$ cat config.mk
export PLATFORM = sky130hd
export DESIGN_NAME = sm3_hash_engine
export DESIGN_NICKNAME = d
export VERILOG_FILES = /design/src/sm3_pkg.sv /design/src/sm3_front.sv /design/src/sm3_queue.sv /design/src/sm3_core.sv /design/src/sm3_hash_engine.sv
export SDC_FILE = /design/constraint.sdc
export NUM_CORES = 2
export LEC_CHECK = 0
export ABC_AREA = 1
export BUFFER_PORTS_ARGS = -buffer_cell sky130_fd_sc_hd__buf_2
export CAP_MARGIN = 5
export CORE_MARGIN = 2
export CORE_UTILIZATION = 64
export DETAILED_ROUTE_END_ITERATION = 8
export MAX_ROUTING_LAYER = met4
export PLACE_DENSITY = 0.82
export SYNTH_ARGS = -nofsm -noshare
export SYNTH_HDL_FRONTEND = slang
export SYNTH_SLANG_ARGS = --single-unit
$ cat constraint.sdc
create_clock -name clk -period 10.52 [get_ports clk]
set_clock_uncertainty 0.15 [all_clocks]
set_input_delay 2.63 -clock clk [delete_from_list [all_inputs] [get_ports clk]]
set_output_delay 2.63 -clock clk [all_outputs]
set_load 0.02 [all_outputs]
$ cat src/sm3_pkg.sv
// shared types and constants for the sm3 hash engine
// no dependencies
`default_nettype none
package sm3_pkg;
  typedef logic [31:0] word_t;
  localparam word_t T_LOW = 32'h79cc4519;
  localparam word_t T_HIGH = 32'h7a879d8a;
  localparam logic [7:0] PAD_MARK = 8'h80;
  localparam logic [255:0] SM3_IV = {32'h7380166f, 32'h4914b2b9, 32'h172442d7,
    32'hda8a0600, 32'ha96f30bc, 32'h163138aa, 32'he38dee4d, 32'hb0fb0e4e};

  // entry between front and back: one block word, flag marks final block word
  typedef struct packed {
    word_t w;
    logic  fin;
  } qent_t;

  function automatic word_t rotl(input word_t x, input logic [4:0] n);
    logic [63:0] d;
    begin
      d = {x, x} << n;
      rotl = d[63:32];
    end
  endfunction

  function automatic word_t perm0(input word_t x);
    perm0 = x ^ {x[22:0], x[31:23]} ^ {x[14:0], x[31:15]};
  endfunction

  function automatic word_t perm1(input word_t x);
    perm1 = x ^ {x[16:0], x[31:17]} ^ {x[8:0], x[31:9]};
  endfunction
endpackage
`default_nettype wire

$ cat src/sm3_front.sv
// front end: accepts message words, counts length, generates padding words
// depends on sm3_pkg
`default_nettype none
module sm3_front import sm3_pkg::*; (
  input  wire logic  clk,
  input  wire logic  rst_n,
  input  wire logic  in_tvalid,
  output logic       in_tready,
  input  wire word_t in_data,
  input  wire logic [2:0] in_cnt,
  input  wire logic  in_last,
  output logic       q_valid,
  input  wire logic  q_ready,
  output qent_t      q_ent
);
  localparam logic [1:0] S_IN = 2'd0, S_MARK = 2'd1, S_ZERO = 2'd2, S_LEN = 2'd3;
  logic [1:0]  state_r, state_nxt;
  logic [3:0]  fill_r, fill_nxt;
  logic [63:0] bits_r, bits_nxt;
  logic        lenlo_r, lenlo_nxt;
  logic [2:0]  n;
  word_t       keep, padw;

  always_comb begin
    n = (in_cnt > 3'd4) ? 3'd4 : in_cnt;
    keep = (n == 3'd0) ? 32'h0 : (32'hffffffff << (6'd32 - {n, 3'b000}));
    padw = (in_data & keep) | ({24'h0, PAD_MARK} << (5'd24 - {n[1:0], 3'b000}));
  end

  assign in_tready = (state_r == S_IN) && q_ready;

  always_comb begin
    state_nxt = state_r;
    fill_nxt = fill_r;
    bits_nxt = bits_r;
    lenlo_nxt = lenlo_r;
    q_valid = 1'b0;
    q_ent.w = in_data;
    q_ent.fin = 1'b0;
    case (state_r)
      S_IN: begin
        q_valid = in_tvalid;
        if (in_tvalid && in_last && (n != 3'd4)) q_ent.w = padw;
        if (in_tvalid && q_ready) begin
          fill_nxt = fill_r + 4'd1;
          if (!in_last) bits_nxt = bits_r + 64'd32;
          else begin
            bits_nxt = bits_r + {58'h0, n, 3'b000};
            if (n == 3'd4) state_nxt = S_MARK;
            else state_nxt = (fill_r + 4'd1 == 4'd14) ? S_LEN : S_ZERO;
          end
        end
      end
      S_MARK: begin
        q_valid = 1'b1;
        q_ent.w = {PAD_MARK, 24'h0};
        if (q_ready) begin
          fill_nxt = fill_r + 4'd1;
          state_nxt = (fill_r + 4'd1 == 4'd14) ? S_LEN : S_ZERO;
        end
      end
      S_ZERO: begin
        q_valid = 1'b1;
        q_ent.w = '0;
        if (q_ready) begin
          fill_nxt = fill_r + 4'd1;
          if (fill_r + 4'd1 == 4'd14) state_nxt = S_LEN;
        end
      end
      default: begin
        q_valid = 1'b1;
        q_ent.w = lenlo_r ? bits_r[31:0] : bits_r[63:32];
        q_ent.fin = lenlo_r;
        if (q_ready) begin
          fill_nxt = fill_r + 4'd1;
          lenlo_nxt = !lenlo_r;
          if (lenlo_r) begin
            state_nxt = S_IN;
            bits_nxt = '0;
            fill_nxt = '0;
          end
        end
      end
    endcase
  end

  always_ff @(posedge clk) begin
    if (!rst_n) begin
      state_r <= S_IN;
      fill_r <= '0;
      bits_r <= '0;
      lenlo_r <= 1'b0;
    end else begin
      state_r <= state_nxt;
      fill_r <= fill_nxt;
      bits_r <= bits_nxt;
      lenlo_r <= lenlo_nxt;
    end
  end
endmodule
`default_nettype wire

$ cat src/sm3_queue.sv
// two-entry queue between front end and compression core
// depends on sm3_pkg
`default_nettype none
module sm3_queue import sm3_pkg::*; (
  input  wire logic  clk,
  input  wire logic  rst_n,
  input  wire logic  wr_valid,
  output logic       wr_ready,
  input  wire qent_t wr_ent,
  output logic       rd_valid,
  input  wire logic  rd_ready,
  output qent_t      rd_ent
);
  qent_t      mem_r [2];
  logic       wp_r, rp_r;
  logic [1:0] cnt_r;
  logic       wr, rd;

  assign wr_ready = cnt_r != 2'd2;
  assign rd_valid = cnt_r != 2'd0;
  assign rd_ent = mem_r[rp_r];
  assign wr = wr_valid && wr_ready;
  assign rd = rd_valid && rd_ready;

  always_ff @(posedge clk) begin
    if (wr) mem_r[wp_r] <= wr_ent;
  end

  always_ff @(posedge clk) begin
    if (!rst_n) begin
      wp_r <= 1'b0;
      rp_r <= 1'b0;
      cnt_r <= '0;
    end else begin
      if (wr) wp_r <= !wp_r;
      if (rd) rp_r <= !rp_r;
      cnt_r <= cnt_r + {1'b0, wr} - {1'b0, rd};
    end
  end
endmodule
`default_nettype wire

$ cat src/sm3_core.sv
// compression core: fills block, runs 64 rounds, emits digest words
// depends on sm3_pkg
`default_nettype none
module sm3_core import sm3_pkg::*; (
  input  wire logic  clk,
  input  wire logic  rst_n,
  input  wire logic  q_valid,
  output logic       q_ready,
  input  wire qent_t q_ent,
  output logic       out_tvalid,
  input  wire logic  out_tready,
  output word_t      out_word,
  output logic [2:0] out_idx,
  output logic       out_end
);
  localparam logic [1:0] S_FILL = 2'd0, S_RUN = 2'd1, S_FOLD = 2'd2, S_OUT = 2'd3;
  logic [1:0] state_r;
  logic [3:0] fill_r;
  logic [5:0] rnd_r;
  logic       fin_r;
  logic [2:0] oidx_r;
  word_t      w_r [16];
  word_t      v_r [8];
  word_t      cv_r [8];
  word_t      wn, wj, wpj, t, a12, ss1, ss2, ffv, ggv, tt1, tt2;
  logic       hi;

  assign q_ready = (state_r == S_FILL);
  assign out_tvalid = (state_r == S_OUT);
  assign out_word = cv_r[oidx_r];
  assign out_idx = oidx_r;
  assign out_end = (oidx_r == 3'd7);

  always_comb begin
    hi = rnd_r[5] | rnd_r[4];
    wj = w_r[0];
    wn = perm1(w_r[0] ^ w_r[7] ^ rotl(w_r[13], 5'd15)) ^ rotl(w_r[3], 5'd7) ^ w_r[10];
    wpj = w_r[0] ^ w_r[4];
    t = hi ? T_HIGH : T_LOW;
    a12 = rotl(v_r[0], 5'd12);
    ss1 = rotl(a12 + v_r[4] + rotl(t, rnd_r[4:0]), 5'd7);
    ss2 = ss1 ^ a12;
    ffv = hi ? ((v_r[0] & v_r[1]) | (v_r[0] & v_r[2]) | (v_r[1] & v_r[2]))
             : (v_r[0] ^ v_r[1] ^ v_r[2]);
    ggv = hi ? ((v_r[4] & v_r[5]) | (~v_r[4] & v_r[6])) : (v_r[4] ^ v_r[5] ^ v_r[6]);
    tt1 = ffv + v_r[3] + ss2 + wpj;
    tt2 = ggv + v_r[7] + ss1 + wj;
  end

  always_ff @(posedge clk) begin
    case (state_r)
      S_FILL: begin
        if (q_valid) begin
          w_r[fill_r] <= q_ent.w;
          if (fill_r == 4'd15) begin
            for (int i = 0; i < 8; i++) v_r[i] <= cv_r[i];
          end
        end
      end
      S_RUN: begin
        // message schedule slides one word per round
        for (int i = 0; i < 15; i++) w_r[i] <= w_r[i+1];
        w_r[15] <= wn;
        v_r[0] <= tt1;
        v_r[1] <= v_r[0];
        v_r[2] <= rotl(v_r[1], 5'd9);
        v_r[3] <= v_r[2];
        v_r[4] <= perm0(tt2);
        v_r[5] <= v_r[4];
        v_r[6] <= rotl(v_r[5], 5'd19);
        v_r[7] <= v_r[6];
      end
      default: ;
    endcase
  end

  always_ff @(posedge clk) begin
    if (!rst_n) begin
      state_r <= S_FILL;
      fill_r <= '0;
      rnd_r <= '0;
      fin_r <= 1'b0;
      oidx_r <= '0;
      for (int i = 0; i < 8; i++) cv_r[i] <= SM3_IV[255-32*i -: 32];
    end else begin
      case (state_r)
        S_FILL: begin
          if (q_valid) begin
            fill_r <= fill_r + 4'd1;
            if (fill_r == 4'd15) begin
              fin_r <= q_ent.fin;
              rnd_r <= '0;
              state_r <= S_RUN;
            end
          end
        end
        S_RUN: begin
          rnd_r <= rnd_r + 6'd1;
          if (rnd_r == 6'd63) state_r <= S_FOLD;
        end
        S_FOLD: begin
          for (int i = 0; i < 8; i++) cv_r[i] <= cv_r[i] ^ v_r[i];
          oidx_r <= '0;
          state_r <= fin_r ? S_OUT : S_FILL;
        end
        default: begin
          if (out_tready) begin
            oidx_r <= oidx_r + 3'd1;
            if (oidx_r == 3'd7) begin
              state_r <= S_FILL;
              for (int i = 0; i < 8; i++) cv_r[i] <= SM3_IV[255-32*i -: 32];
            end
          end
        end
      endcase
    end
  end
endmodule
`default_nettype wire

$ cat src/sm3_hash_engine.sv
// Streaming SM3 hash engine. Each input transfer carries one big-endian
// message word; in_tuser holds {byte_count} and in_tlast marks the final word.
// The core loads one word per cycle into its block buffer while it is
// filling and the queue holds a word; every sixteenth word starts a
// 64-round compression (one round per cycle, then a fold step) during which
// the two-entry queue takes at most two more words before input stalls.
// A final word adds padding words, one or two compressions,
// then eight digest transfers, word 0 first, tlast on word 7.
// depends on sm3_pkg, sm3_front, sm3_queue, sm3_core
`default_nettype none
module sm3_hash_engine import sm3_pkg::*; (
  input  wire logic        clk,
  input  wire logic        rst_n,
  input  wire logic        in_tvalid,
  output logic             in_tready,
  input  wire logic [31:0] in_tdata,  // data_word
  input  wire logic [2:0]  in_tuser,  // byte_count
  input  wire logic        in_tlast,  // last_word
  output logic             out_tvalid,
  input  wire logic        out_tready,
  output logic [31:0]      out_tdata, // digest_word
  output logic [2:0]       out_tuser, // word_index
  output logic             out_tlast  // digest_end
);
  logic  fq_valid, fq_ready, qc_valid, qc_ready;
  qent_t fq_ent, qc_ent;

  sm3_front u_front (.clk, .rst_n, .in_tvalid, .in_tready, .in_data(in_tdata),
    .in_cnt(in_tuser), .in_last(in_tlast), .q_valid(fq_valid), .q_ready(fq_ready),
    .q_ent(fq_ent));
  sm3_queue u_queue (.clk, .rst_n, .wr_valid(fq_valid), .wr_ready(fq_ready),
    .wr_ent(fq_ent), .rd_valid(qc_valid), .rd_ready(qc_ready), .rd_ent(qc_ent));
  sm3_core u_core (.clk, .rst_n, .q_valid(qc_valid), .q_ready(qc_ready), .q_ent(qc_ent),
    .out_tvalid, .out_tready, .out_word(out_tdata), .out_idx(out_tuser),
    .out_end(out_tlast));
endmodule
`default_nettype wire

==> results.toml <==
[timing]
period_needed_ns = 9.67
finalHoldViolations = 0
setup_ws_ns = 0.851
relSlewSlack_pct = 7.39
fin_tns_setup_ns = 0
finalCritPeriodShare_pct = 91.9
slew_violations = 0
finalSetupViolations = 0
rsz0062_at_grt = "false"
worst_pin_slew_ns = 1.37
max_freq_ghz = 0.103

[worst_setup_path]
crit_arrival_ns = 10.00
cp_top_family = "adder cells"
end_kind = "flop"
slowest_delay_ns = 0.80
critPathSlowestCell = "xnor2_1"
path_buf_inv = 6
cp.required_ns = 10.85
worst_path_most_repeated_cell = "nand2_1"
crit_fanout = 35
worst-r2r-setup-slack_ns = 0.85
critPathLaunchType = "flop"
critPathKind = "reg -> reg"

[logic_synthesis]
syn-num-nets = 8130
yosys-top-cells-area = "edfxtp_1 43%, nand2_1 13%, dfxtp_1 6.5%, fa_1 5.6%, o21ai_0 5.2%"
synth-seq-area-share_pct = 49.1
synth_top_area_cell = "edfxtp_1"
ys_ff_latch = 1182
async_flop_share_pct = 0
synth_top_flop_cell = "edfxtp_1"
syn_inst = 7774
synth-edff-count = 962
synth_top_area_share_pct = 42.6
syn_area_mm2 = 0.0677
ys_warn_count = 0
synth.distinct_cells = 62
avgSynthCellArea_um2 = 8.71

[routing]
num_vias = 59700
drtPass1Iterations = 9
drtIter0Drc = 9860
detail-route-antenna-nets = 0
avgViaCountPerCell = 6.45
drc = 9
wl_per_cell_um = 27.9
wirelength_um = 259000

[clocking]
clkSinkCount = 1182
clockBufferDepth = 3
clock_latency_ns = 0.79
cts_tree = "done"
numCtsBuffers = 118
cts_root_buffer = "clkbuf_16"
post_cts_resized = 0
hold_buffers = 0
htreeDepth = 3
clk_pin_slew_ns = 0.07
postCtsSetupRepairBufs = 0

[floorplanning]
coreArea_mm2 = 0.105
die_h_um = 329
dieArea_mm2 = 0.108
io_pins = 78
start_util_pct = 64.4
row_count = 119
fp.dieW_um = 329

[global_route]
overflow = 0
grt_max_degree = 232
antenna_found_initial = 10
grt_pass1_vias = 57000
grt_use_total_pct = 48.8
grt_pass1_wl_um = 372000

[hold_path]
holdCritPathClass = "reg -> reg"

[placement]
hpwl_um = 181000
gp_congestion = 1.10
placed_area_mm2 = 0.0697
port_buffers = 77
pre_cts_ws_ns = 1.23

[cells_and_area]
final_layout_size_suffix_gt1_share_pct = 6.26
fin_area_mm2 = 0.0736
syn2layout_area_growth_pct = 8.64
fin_nets = 8115

[status]
status = "complete, but fails checks"
violations = "DRC"

[job]
drv_cap = 0
## sequential cells by signal, summed over array words and instances (netlist names), 3 cells and up, named ones only
name	count
u_core.fill_r	4
u_front.bits_r	61
u_core.v_r	256
u_core.rnd_r	6
u_core.cv_r	256
u_core.out_idx	3
u_queue.mem_r	66
u_core.w_r	512
u_front.fill_r	4
## cell families after synthesis
group           share of synthesized area (%)
buf+inv                                  6.44
mux                                    0.0739
compound gates                           9.82
flops                                    49.1
simple gates                             20.6
fa+ha+maj                                7.93
xor+xnor                                 6.04
## cell type report
type                       instances  area (um^2)
multi-input combinational       5443        30400
antenna                            9         22.5
inverter                         832         3130
clock buffer                     161         3300
sequential                      1182        33300
tap                             1391         1740
clock inverter                    57          529
timing repair buffer             182         1210
fill                            7372        31500
## synth_stat cells (6+ instances only)
cell type,instances
nand2_1,2343
edfxtp_1,962
inv_1,820
o21ai_0,702
nor2_1,437
nand3_1,384
a21oi_1,331
xor2_1,287
clkbuf_1,271
dfxtp_1,220
fa_1,189
xnor2_1,168
ha_1,127
nor3_1,60
a31oi_1,56
nand4_1,56
o21ai_1,47
or2_2,46
buf_2,23
nand3b_1,21
o21a_1,20
buf_1,18
nand2_2,15
o21bai_1,15
o31ai_1,15
a221oi_1,14
nor4_1,14
nor2_2,10
o22ai_1,10
inv_2,9
a21o_1,6
## stage by stage
step | cells | utilization [%] | hold WS [ns]
6_report | 9257 | 70.0 | 0.304
5_1_grt | 9255 | 70.0 | 0.316
4_1_cts | 9243 | 70.0 | 0.302
3_5_place_dp | 9025 | 66.3 | 0.293
3_3_place_gp | 9025 | 66.3 | 0.284
2_1_floorplan | 7774 | - | 0.276
## worst reg2reg max path: cells and delay by family, from the launching register on
family	cells	cell delay, ns
adders and majority gates	7	3.00
and+or+nand+nor	15	2.12
xor gates and xnor gates	3	1.49
buffers and inverters	6	1.33
AOI/OAI and AO/OA	4	1.02
DFF	1	0.33
## cell usage in the layout (no fill, tap or decap), types with 51 or more instances in the layout
cell type,synthesis,layout
nor3_1,60,60
o21ai_0,702,695
xor2_1,287,287
nand2_1,2343,2337
a31oi_1,56,56
fa_1,189,189
buf_2,23,77
a21oi_1,331,331
clkbuf_16,0,122
nor2_1,437,433
nand4_1,56,56
nand3_1,384,384
inv_1,820,817
buf_4,5,101
dfxtp_1,220,216
edfxtp_1,962,962
xnor2_1,168,168
ha_1,127,125
o21ai_1,47,51
## final timing paths
check	from	to	cells past startpoint
setup / recovery	u_core.rnd_r[4]	u_core.v_r[0][142]	35
hold / removal	u_queue.rp_r	flop	1
hold reg to reg	u_queue.rp_r	flop	1
setup reg to reg	u_core.rnd_r[4]	u_core.v_r[0][142]	35
## per-layer routing
| metal | wire length, um | GRT usage (%) | up-vias |
|---|---|---|---|
| met2 | 113000 | 71.8 | 5069 |
| li1 | - | - | 25500 |
| met5 | 0 | - | - |
| met4 | 23400 | 34.3 | 0 |
| met3 | 35200 | 13.3 | 1225 |
| met1 | 87200 | 58.2 | 27900 |
Power is left out: the tool's default activity adds up to more than one toggle a clock period on the data nets, which glitch-free logic cannot reach.
